[src/hdl/ple_pkg.sv]
package ple_pkg;

	localparam int unsigned DATA_W = 32;

	localparam logic [1:0] ACT_INSERT = 2'd0;
	localparam logic [1:0] ACT_DELETE = 2'd1;
	localparam logic [1:0] ACT_FIND   = 2'd2;

	localparam logic [1:0] ST_DONE     = 2'd0;
	localparam logic [1:0] ST_EMPTY    = 2'd1;
	localparam logic [1:0] ST_FULL     = 2'd2;
	localparam logic [1:0] ST_NOTFOUND = 2'd3;

	typedef struct packed {
		logic [1:0] status;
		logic [5:0] found_index;
		logic [6:0] item_count;
	} rsp_t;

endpackage

[src/hdl/ple_req_if.sv]
interface ple_req_if;
	logic        valid;
	logic        ready;
	logic [1:0]  action;
	logic [31:0] value;
	logic [7:0]  position;

	modport source (output valid, action, value, position, input ready);
	modport sink (input valid, action, value, position, output ready);
endinterface

[src/hdl/ple_rsp_if.sv]
interface ple_rsp_if;
	logic       valid;
	logic       ready;
	logic [1:0] status;
	logic [5:0] found_index;
	logic [6:0] item_count;

	modport source (output valid, status, found_index, item_count, input ready);
	modport sink (input valid, status, found_index, item_count, output ready);
endinterface

[src/hdl/ple_store.sv]
module ple_store #(
	parameter int unsigned DEPTH = 64,
	localparam int unsigned AW = (DEPTH > 1) ? $clog2(DEPTH) : 1
) (
	input  logic                       clk,
	input  logic                       we,
	input  logic [AW-1:0]              waddr,
	input  logic [ple_pkg::DATA_W-1:0] wdata,
	input  logic [AW-1:0]              raddr,
	output logic [ple_pkg::DATA_W-1:0] rdata
);

	logic [ple_pkg::DATA_W-1:0] mem [DEPTH];

	always_ff @(posedge clk) begin
		if (we) begin
			mem[waddr] <= wdata;
		end
		rdata <= mem[raddr];
	end

endmodule

[src/hdl/ple_seq.sv]
module ple_seq #(
	parameter int unsigned CAPACITY = 64,
	localparam int unsigned AW = (CAPACITY > 1) ? $clog2(CAPACITY) : 1,
	localparam int unsigned LW = $clog2(CAPACITY + 1)
) (
	input  logic                       clk,
	input  logic                       arst_n,
	input  logic                       start,
	input  logic [1:0]                 action,
	input  logic [31:0]                value,
	input  logic [7:0]                 position,
	output logic                       idle,
	output logic                       res_valid,
	output ple_pkg::rsp_t              res,
	input  logic                       res_ack,
	output logic                       mem_we,
	output logic [AW-1:0]              mem_waddr,
	output logic [ple_pkg::DATA_W-1:0] mem_wdata,
	output logic [AW-1:0]              mem_raddr,
	input  logic [ple_pkg::DATA_W-1:0] mem_rdata
);

	localparam int unsigned CW = (LW > 8) ? LW : 8;
	localparam logic [LW-1:0] CAP_L = LW'(CAPACITY);

	typedef enum logic [1:0] {S_IDLE, S_WALK, S_DONE} state_t;

	state_t                     state_q;
	logic [1:0]                 act_q;
	logic [ple_pkg::DATA_W-1:0] val_q;
	logic [LW-1:0]              len_q;
	logic [LW-1:0]              rem_q;
	logic [AW-1:0]              cur_q;
	logic [AW-1:0]              pos_q;
	logic [AW-1:0]              ra_q;
	logic                       rv_q;
	ple_pkg::rsp_t              res_q;

	logic [CW-1:0] posx;
	logic [CW-1:0] lenx;
	logic [LW-1:0] lm1;
	logic [LW-1:0] ins_p;
	logic [LW-1:0] del_p;
	logic [LW-1:0] del_p1;
	logic [AW-1:0] shift_addr;
	logic          hit;
	logic          issue;
	logic          walk_done;
	logic [LW-1:0] len_nx;
	ple_pkg::rsp_t walk_res;

	always_comb begin
		posx   = CW'(position);
		lenx   = CW'(len_q);
		lm1    = len_q - LW'(1);
		ins_p  = (posx > lenx) ? len_q : posx[LW-1:0];
		del_p  = (posx >= lenx) ? lm1 : posx[LW-1:0];
		del_p1 = del_p + LW'(1);

		shift_addr = (act_q == ple_pkg::ACT_INSERT) ? ra_q + AW'(1) : ra_q - AW'(1);
		hit   = rv_q && (act_q == ple_pkg::ACT_FIND) && (mem_rdata == val_q);
		issue = (state_q == S_WALK) && (rem_q != '0) && !hit;

		mem_raddr = cur_q;
		mem_we    = (state_q == S_WALK) &&
			((rv_q && (act_q != ple_pkg::ACT_FIND)) ||
			 ((act_q == ple_pkg::ACT_INSERT) && (rem_q == '0) && !rv_q));
		mem_waddr = rv_q ? shift_addr : pos_q;
		mem_wdata = rv_q ? mem_rdata : val_q;

		if (act_q == ple_pkg::ACT_FIND) begin
			walk_done = hit || (rem_q == '0);
		end else begin
			walk_done = (rem_q == '0) && !rv_q;
		end

		unique case (act_q)
			ple_pkg::ACT_INSERT: len_nx = len_q + LW'(1);
			ple_pkg::ACT_DELETE: len_nx = lm1;
			default:             len_nx = len_q;
		endcase

		walk_res.status      = ((act_q == ple_pkg::ACT_FIND) && !hit) ?
			ple_pkg::ST_NOTFOUND : ple_pkg::ST_DONE;
		walk_res.found_index = hit ? 6'(ra_q) : 6'd0;
		walk_res.item_count  = 7'(len_nx);
	end

	always_ff @(posedge clk or negedge arst_n) begin
		if (!arst_n) begin
			state_q <= S_IDLE;
			len_q   <= '0;
			rem_q   <= '0;
			rv_q    <= 1'b0;
		end else begin
			unique case (state_q)
				S_IDLE: begin
					if (start) begin
						act_q <= action;
						val_q <= value;
						rv_q  <= 1'b0;
						unique case (action)
							ple_pkg::ACT_INSERT: begin
								if (len_q >= CAP_L) begin
									res_q   <= '{ple_pkg::ST_FULL, 6'd0, 7'(len_q)};
									state_q <= S_DONE;
								end else begin
									pos_q   <= ins_p[AW-1:0];
									rem_q   <= len_q - ins_p;
									cur_q   <= lm1[AW-1:0];
									state_q <= S_WALK;
								end
							end
							ple_pkg::ACT_DELETE: begin
								if (len_q == '0) begin
									res_q   <= '{ple_pkg::ST_EMPTY, 6'd0, 7'(len_q)};
									state_q <= S_DONE;
								end else begin
									rem_q   <= lm1 - del_p;
									cur_q   <= del_p1[AW-1:0];
									state_q <= S_WALK;
								end
							end
							ple_pkg::ACT_FIND: begin
								rem_q   <= len_q;
								cur_q   <= '0;
								state_q <= S_WALK;
							end
							default: begin
								res_q   <= '{ple_pkg::ST_DONE, 6'd0, 7'(len_q)};
								state_q <= S_DONE;
							end
						endcase
					end
				end
				S_WALK: begin
					rv_q <= issue;
					ra_q <= cur_q;
					if (issue) begin
						rem_q <= rem_q - LW'(1);
						cur_q <= (act_q == ple_pkg::ACT_INSERT) ?
							cur_q - AW'(1) : cur_q + AW'(1);
					end
					if (walk_done) begin
						len_q   <= len_nx;
						res_q   <= walk_res;
						state_q <= S_DONE;
					end
				end
				S_DONE: begin
					if (res_ack) begin
						state_q <= S_IDLE;
					end
				end
				default: state_q <= S_IDLE;
			endcase
		end
	end

	assign idle      = (state_q == S_IDLE);
	assign res_valid = (state_q == S_DONE);
	assign res       = res_q;

	a_len_bound: assert property (@(posedge clk) disable iff (!arst_n)
		len_q <= CAP_L)
		else $error("list length above capacity");

	a_no_write_idle: assert property (@(posedge clk) disable iff (!arst_n)
		state_q != S_WALK |-> !mem_we)
		else $error("store written outside a walk");

	a_no_read_left: assert property (@(posedge clk) disable iff (!arst_n)
		state_q != S_WALK |-> !rv_q)
		else $error("read data pending outside a walk");

	a_issue_tag: assert property (@(posedge clk) disable iff (!arst_n)
		issue |=> rv_q && (ra_q == $past(cur_q)))
		else $error("read tag lost");

	a_full_len: assert property (@(posedge clk) disable iff (!arst_n)
		res_valid && (res_q.status == ple_pkg::ST_FULL) |-> len_q == CAP_L)
		else $error("full status with room left");

endmodule

[src/hdl/positional_list_engine_core.sv]
// Channel  Dir  Payload                               Handshake
// req      in   action, value, position               valid/ready
// rsp      out  status, found_index, item_count       valid/ready
//
// Insert or delete walks over the m entries that it moves; find walks up to a match at
// index i, or over the whole length on a miss. Each item also passes the idle and the
// result state; full, empty and unused codes take only those states and no walk.
// Reset clears the length; the store is not cleared.
// req.ready is high only while the sequencer is idle; a result waits in the output
// register while the next item is taken, and a finished result holds the sequencer.
module positional_list_engine_core #(
	parameter int unsigned CAPACITY = 64
) (
	input  logic       clk,
	input  logic       arst_n,
	ple_req_if.sink    req,
	ple_rsp_if.source  rsp
);

	localparam int unsigned AW = (CAPACITY > 1) ? $clog2(CAPACITY) : 1;

	logic                       idle;
	logic                       res_valid;
	ple_pkg::rsp_t              res;
	logic                       res_ack;
	logic                       mem_we;
	logic [AW-1:0]              mem_waddr;
	logic [ple_pkg::DATA_W-1:0] mem_wdata;
	logic [AW-1:0]              mem_raddr;
	logic [ple_pkg::DATA_W-1:0] mem_rdata;
	logic                       ov_q;
	ple_pkg::rsp_t              out_q;

	ple_seq #(.CAPACITY(CAPACITY)) u_seq (
		.clk       (clk),
		.arst_n    (arst_n),
		.start     (req.valid && idle),
		.action    (req.action),
		.value     (req.value),
		.position  (req.position),
		.idle      (idle),
		.res_valid (res_valid),
		.res       (res),
		.res_ack   (res_ack),
		.mem_we    (mem_we),
		.mem_waddr (mem_waddr),
		.mem_wdata (mem_wdata),
		.mem_raddr (mem_raddr),
		.mem_rdata (mem_rdata)
	);

	ple_store #(.DEPTH(CAPACITY)) u_store (
		.clk   (clk),
		.we    (mem_we),
		.waddr (mem_waddr),
		.wdata (mem_wdata),
		.raddr (mem_raddr),
		.rdata (mem_rdata)
	);

	assign req.ready = idle;
	assign res_ack   = res_valid && (!ov_q || rsp.ready);

	always_ff @(posedge clk or negedge arst_n) begin
		if (!arst_n) begin
			ov_q <= 1'b0;
		end else begin
			if (res_ack) begin
				ov_q  <= 1'b1;
				out_q <= res;
			end else if (rsp.ready) begin
				ov_q <= 1'b0;
			end
		end
	end

	assign rsp.valid       = ov_q;
	assign rsp.status      = out_q.status;
	assign rsp.found_index = out_q.found_index;
	assign rsp.item_count  = out_q.item_count;

endmodule

[src/flat_wrapper.sv]
// flat-port wrapper written by rule: the top's interface ports become plain ports
module positional_list_engine_core_flat 
#(
	parameter int unsigned CAPACITY = 64
)
  (clk, arst_n, req_valid, req_action, req_value, req_position, req_ready, rsp_valid, rsp_status, rsp_found_index, rsp_item_count, rsp_ready);
  ple_req_if req_i ();
  ple_rsp_if rsp_i ();
  input  logic clk;
  input  logic arst_n;
  input wire logic [$bits(req_i.valid)-1:0] req_valid;
  input wire logic [$bits(req_i.action)-1:0] req_action;
  input wire logic [$bits(req_i.value)-1:0] req_value;
  input wire logic [$bits(req_i.position)-1:0] req_position;
  output wire logic [$bits(req_i.ready)-1:0] req_ready;
  output wire logic [$bits(rsp_i.valid)-1:0] rsp_valid;
  output wire logic [$bits(rsp_i.status)-1:0] rsp_status;
  output wire logic [$bits(rsp_i.found_index)-1:0] rsp_found_index;
  output wire logic [$bits(rsp_i.item_count)-1:0] rsp_item_count;
  input wire logic [$bits(rsp_i.ready)-1:0] rsp_ready;
  assign req_i.valid = req_valid;
  assign req_i.action = req_action;
  assign req_i.value = req_value;
  assign req_i.position = req_position;
  assign req_ready = req_i.ready;
  assign rsp_valid = rsp_i.valid;
  assign rsp_status = rsp_i.status;
  assign rsp_found_index = rsp_i.found_index;
  assign rsp_item_count = rsp_i.item_count;
  assign rsp_i.ready = rsp_ready;
  positional_list_engine_core #(.CAPACITY(CAPACITY)) u_core (.clk(clk), .arst_n(arst_n), .req(req_i), .rsp(rsp_i));
endmodule
[config.mk]
export PLATFORM = sky130hd
export DESIGN_NAME = positional_list_engine_core_flat
export DESIGN_NICKNAME = d
export VERILOG_FILES = /design/src/hdl/ple_pkg.sv /design/src/hdl/ple_req_if.sv /design/src/hdl/ple_rsp_if.sv /design/src/hdl/ple_store.sv /design/src/hdl/ple_seq.sv /design/src/hdl/positional_list_engine_core.sv /design/src/flat_wrapper.sv
export SDC_FILE = /design/constraint.sdc
export NUM_CORES = 2
export LEC_CHECK = 0
export BUFFER_PORTS_ARGS = -buffer_cell sky130_fd_sc_hd__buf_4
export CORE_UTILIZATION = 41
export CTS_BUF_LIST = sky130_fd_sc_hd__clkbuf_8 sky130_fd_sc_hd__clkbuf_16
export DETAILED_ROUTE_END_ITERATION = 8
export PLACE_DENSITY = 0.61
export SYNTH_ARGS = -nofsm -noshare
export SYNTH_HDL_FRONTEND = slang
export SYNTH_HIERARCHICAL = 1
export SYNTH_SLANG_ARGS = --single-unit
[constraint.sdc]
create_clock -name clk -period 10.3 [get_ports clk]
set_input_delay 1.03 -clock clk [delete_from_list [all_inputs] [get_ports clk]]
set_output_delay 1.03 -clock clk [all_outputs]
set_load 0.01 [all_outputs]
==> flow_summary.ini <==
[clock_network]
postCtsSetupRepairBufs = 0
cts_htree_levels = 4
root_buffer = clkbuf_16
cts.sinks = 2180
hold_buffers = 0
cts.clk_slew.worst_paths_ns = 0.06
cts-resized-gates = 0
clk_path_buf_depth = 3
worstSkewPairLatency_ns = 0.86
cts_buffers = 210
cts_tree = yes

[pwr]
p_switching_uw = 8515
power_frac_clock = 0.286
p_int_uw = 18120
seqPwrFrac = 0.435
swShare = 0.3197
p_per_area_nw_per_um2 = 276.7
power_leakage_uw = 0.03033
peakVddDrop_mv = 0.1963
comb_power_share = 0.279

[global_route]
grt_pass1_vias = 40800
grt_pass1_wl_um = 301800
track_usage = 0.2017
gr-total-overflow = 0
grt_max_degree = 97
antenna_found_initial = 9

[critical_path]
reg2reg_depth = 8
r2r_setup_slack_ns = 4.94
path_class = flip-flop to flip-flop
arrival_ns = 5.80
required_ns = 10.74
crit_path_end_kind = flip-flop
reg2reg_from = u_core/u_seq/act_q[0]
cp_max_fo = 32
cp-start-kind = flip-flop
r2r_end = u_core/u_store/mem[61][0]

[timing]
finalSetupViolations = 0
clock_skew_ns = 0.05119
worst_hold_slack_ns = 0.09312
fmax_ghz = 0.1865
hold_viol = 0
drv_slew = 0
fin_crit_sh = 0.5206
grt_setup_unrepaired = false
maxSlewHeadroom = 0.1305
tightest_slew_ns = 1.304
tns_ns = 0
final.min_clock_period_ns = 5.363

[detailed_routing]
dr.pass1.iters = 5
met1Wirelength_um = 86880
top_layer = met4
drc = 0
via_count = 40740
wire_per_inst_um = 30.19
ant_nets = 0
wl_um = 211000
dr_wl_met3_um = 15170
dr_wl_met2_um = 104300
first_iter_violations = 5181
via_per_inst = 5.830

[cells_and_area]
syn2layout_area_growth_pct = 13.31
multi_input_area_sq_um = 19220
layout.cells.non_filler = 6988
seq_area_sq_um = 65050
drive_gt1_frac = 0.2712
nets = 4205
nFillCells = 16740

[job]
drv_cap = 0

[synth]
synth_cell_type_count = 76
ys_seq_area_frac = 0.7659
synth_seq_cells = 2180
syn_area_sq_um = 84940
dominantRegCellSynth = edfxtp_1
netlist_instances = 3916
synth-edff-count = 2130
synth_async_sr_flop_share = 0.008257
synth_nets = 4002
postSynthAreaPerCell_sq_um = 21.69
yosys_warnings = 6

[die]
io_pins = 63
core_area_sq_um = 205200
fp.dieH_um = 457.2
rows = 166
die_w_um = 457.2
dieArea_sq_um = 209000
initial_utilization = 0.4139

[worst_hold_path]
holdCritPathClass = primary input to asynchronous set/reset pin

[placement]
port_buffers = 62
globalplace.congestion = 0.8449
place_inst = 6595
dpl.hpwl_um = 124300

[outcome]
status = complete, no violations
## layer usage
metal  track usage  vias up
met2        0.3308     1529
li1              -    16870
met4       0.05025        0
met5             0        -
met1        0.2809    22080
met3       0.03390      259
## registers in the layout, summed over array words and instances, names as in the netlist, 6 cells and up
name	cells
u_core/rsp.found_index	6
u_core/rsp.item_count	7
u_core/u_seq/len_q	7
u_core/u_seq/mem_raddr	6
u_core/u_seq/pos_q	6
u_core/u_seq/ra_q	6
u_core/u_seq/rem_q	7
u_core/u_seq/res	15
u_core/u_seq/val_q	32
u_core/u_store/mem	2048
u_core/u_store/rdata	32
## cell families (layout without fill, tap and decap cells)
kind of cell,after synthesis,in the layout,share of synthesized area
buf+inv,246,629,0.01354
fa+ha+maj,40,40,0.006246
mux,679,679,0.1607
flops,2180,2180,0.7659
compound gates,333,333,0.02568
other cells,0,1,0
xor+xnor,68,68,0.007189
simple gates,370,370,0.02073
## worst max-delay path: stages, from the launching register on
cell and delay, ns:
edfxtp_1 0.61, nor2_1 0.55, inv_1 0.33, fa_1 0.48, xnor2_1 0.15, a21oi_1 0.72
nor2b_1 0.25, nand3_1 0.69, nor2_4 1.15
## area by class of cell
type	count	area share
tap	2688	0.03495
clock inverter	169	0.01487
clock buffer	223	0.05658
inverter	39	0.001521
multi-input combinational	1490	0.1998
sequential	2180	0.6759
antenna	1	0.00002600
timing repair buffer	198	0.01635
## placed cells by master, fill, tap and decap left out, types with 13 or more instances in the layout
| cell | netlist | layout |
|---|---|---|
| edfxtp_1 | 2130 | 2130 |
| mux4_2 | 544 | 544 |
| clkbuf_16 | 0 | 211 |
| buf_4 | 28 | 191 |
| nor2_1 | 180 | 117 |
| a21oi_1 | 98 | 98 |
| mux2i_1 | 98 | 98 |
| inv_1 | 35 | 93 |
| o22ai_1 | 86 | 86 |
| nor2_4 | 0 | 62 |
| xnor2_1 | 54 | 54 |
| nand2_1 | 45 | 45 |
| clkinv_1 | 0 | 37 |
| mux2_2 | 36 | 36 |
| ha_1 | 36 | 36 |
| clkinv_2 | 0 | 32 |
| dfxtp_1 | 32 | 32 |
| o221ai_1 | 29 | 29 |
| o21ai_0 | 27 | 26 |
| nor2b_1 | 22 | 21 |
| bufinv_16 | 0 | 20 |
| nand3_1 | 20 | 20 |
| nor3_1 | 20 | 18 |
| and3_1 | 17 | 17 |
| dfrtp_1 | 18 | 17 |
| a22oi_1 | 14 | 14 |
| nand2b_1 | 14 | 13 |
## metrics by stage
| stage | instance area (sq um) | power [uW] | util | worst slack (ns) |
|---|---|---|---|---|
| finish | 96240 | 26630 | 0.4690 | 4.937 |
| global route | 96240 | 27520 | 0.4690 | 4.729 |
| CTS | 96240 | 26820 | 0.4690 | 5.071 |
| detailed placement | 89360 | 19220 | 0.4355 | 5.092 |
| global placement | 89360 | 19070 | 0.4354 | 5.160 |
| floorplan | 84940 | 16150 | - | 4.996 |
## power groups by stage
| stage | registers (uW) | clock network (uW) | logic [uW] |
|---|---|---|---|
| finish | 11600 | 7630 | 7420 |
| global route | 11600 | 8090 | 7820 |
| CTS | 11600 | 7770 | 7470 |
| detailed placement | 11800 | 0 | 7450 |
| global placement | 11800 | 0 | 7320 |
| floorplan | 11700 | 0 | 4450 |
## cells in the mapped netlist (6+ instances only)
master	count	area share
a21o_1	7	0.00062
a21oi_1	98	0.0058
a22oi_1	14	0.0012
a311oi_1	9	0.00093
and2_1	6	0.00044
and3_1	17	0.0013
buf_1	22	0.00097
buf_2	61	0.0036
buf_4	28	0.0025
buf_6	6	0.00080
clkbuf_1	90	0.0040
dfrtp_1	18	0.0053
dfxtp_1	32	0.0075
edfxtp_1	2130	0.75
ha_1	36	0.0053
inv_1	35	0.0015
mux2_2	36	0.0048
mux2i_1	98	0.012
mux4_2	544	0.14
nand2_1	45	0.0020
nand2b_1	14	0.0010
nand3_1	20	0.0012
nand3b_1	6	0.00053
nand4_1	11	0.00081
nor2_1	180	0.0080
nor2b_1	22	0.0016
nor3_1	20	0.0012
o21ai_0	27	0.0016
o221ai_1	29	0.0030
o22ai_1	86	0.0063
xnor2_1	54	0.0056
xor2_1	12	0.0012
## worst max-delay path by stage
| stage | startpoint | end | slack (ns) | cells past startpoint |
|---|---|---|---|---|
| 2_1_floorplan | u_core/u_seq/act_q[1] | u_core/u_store/mem[49][0] | 5.00 | 13 |
| 3_3_place_gp | u_core/u_seq/act_q[0] | u_core/u_store/mem[61][22] | 5.16 | 8 |
| 3_5_place_dp | u_core/u_seq/act_q[0] | u_core/u_store/mem[61][9] | 5.09 | 8 |
| 4_1_cts | u_core/u_seq/act_q[0] | u_core/u_store/mem[61][0] | 5.07 | 8 |
| 5_1_grt | u_core/u_seq/act_q[0] | u_core/u_store/mem[61][14] | 4.73 | 8 |
| 6_report | u_core/u_seq/act_q[0] | u_core/u_store/mem[61][0] | 4.94 | 8 |
No activity file was read; power rests on OpenSTA's default activity.
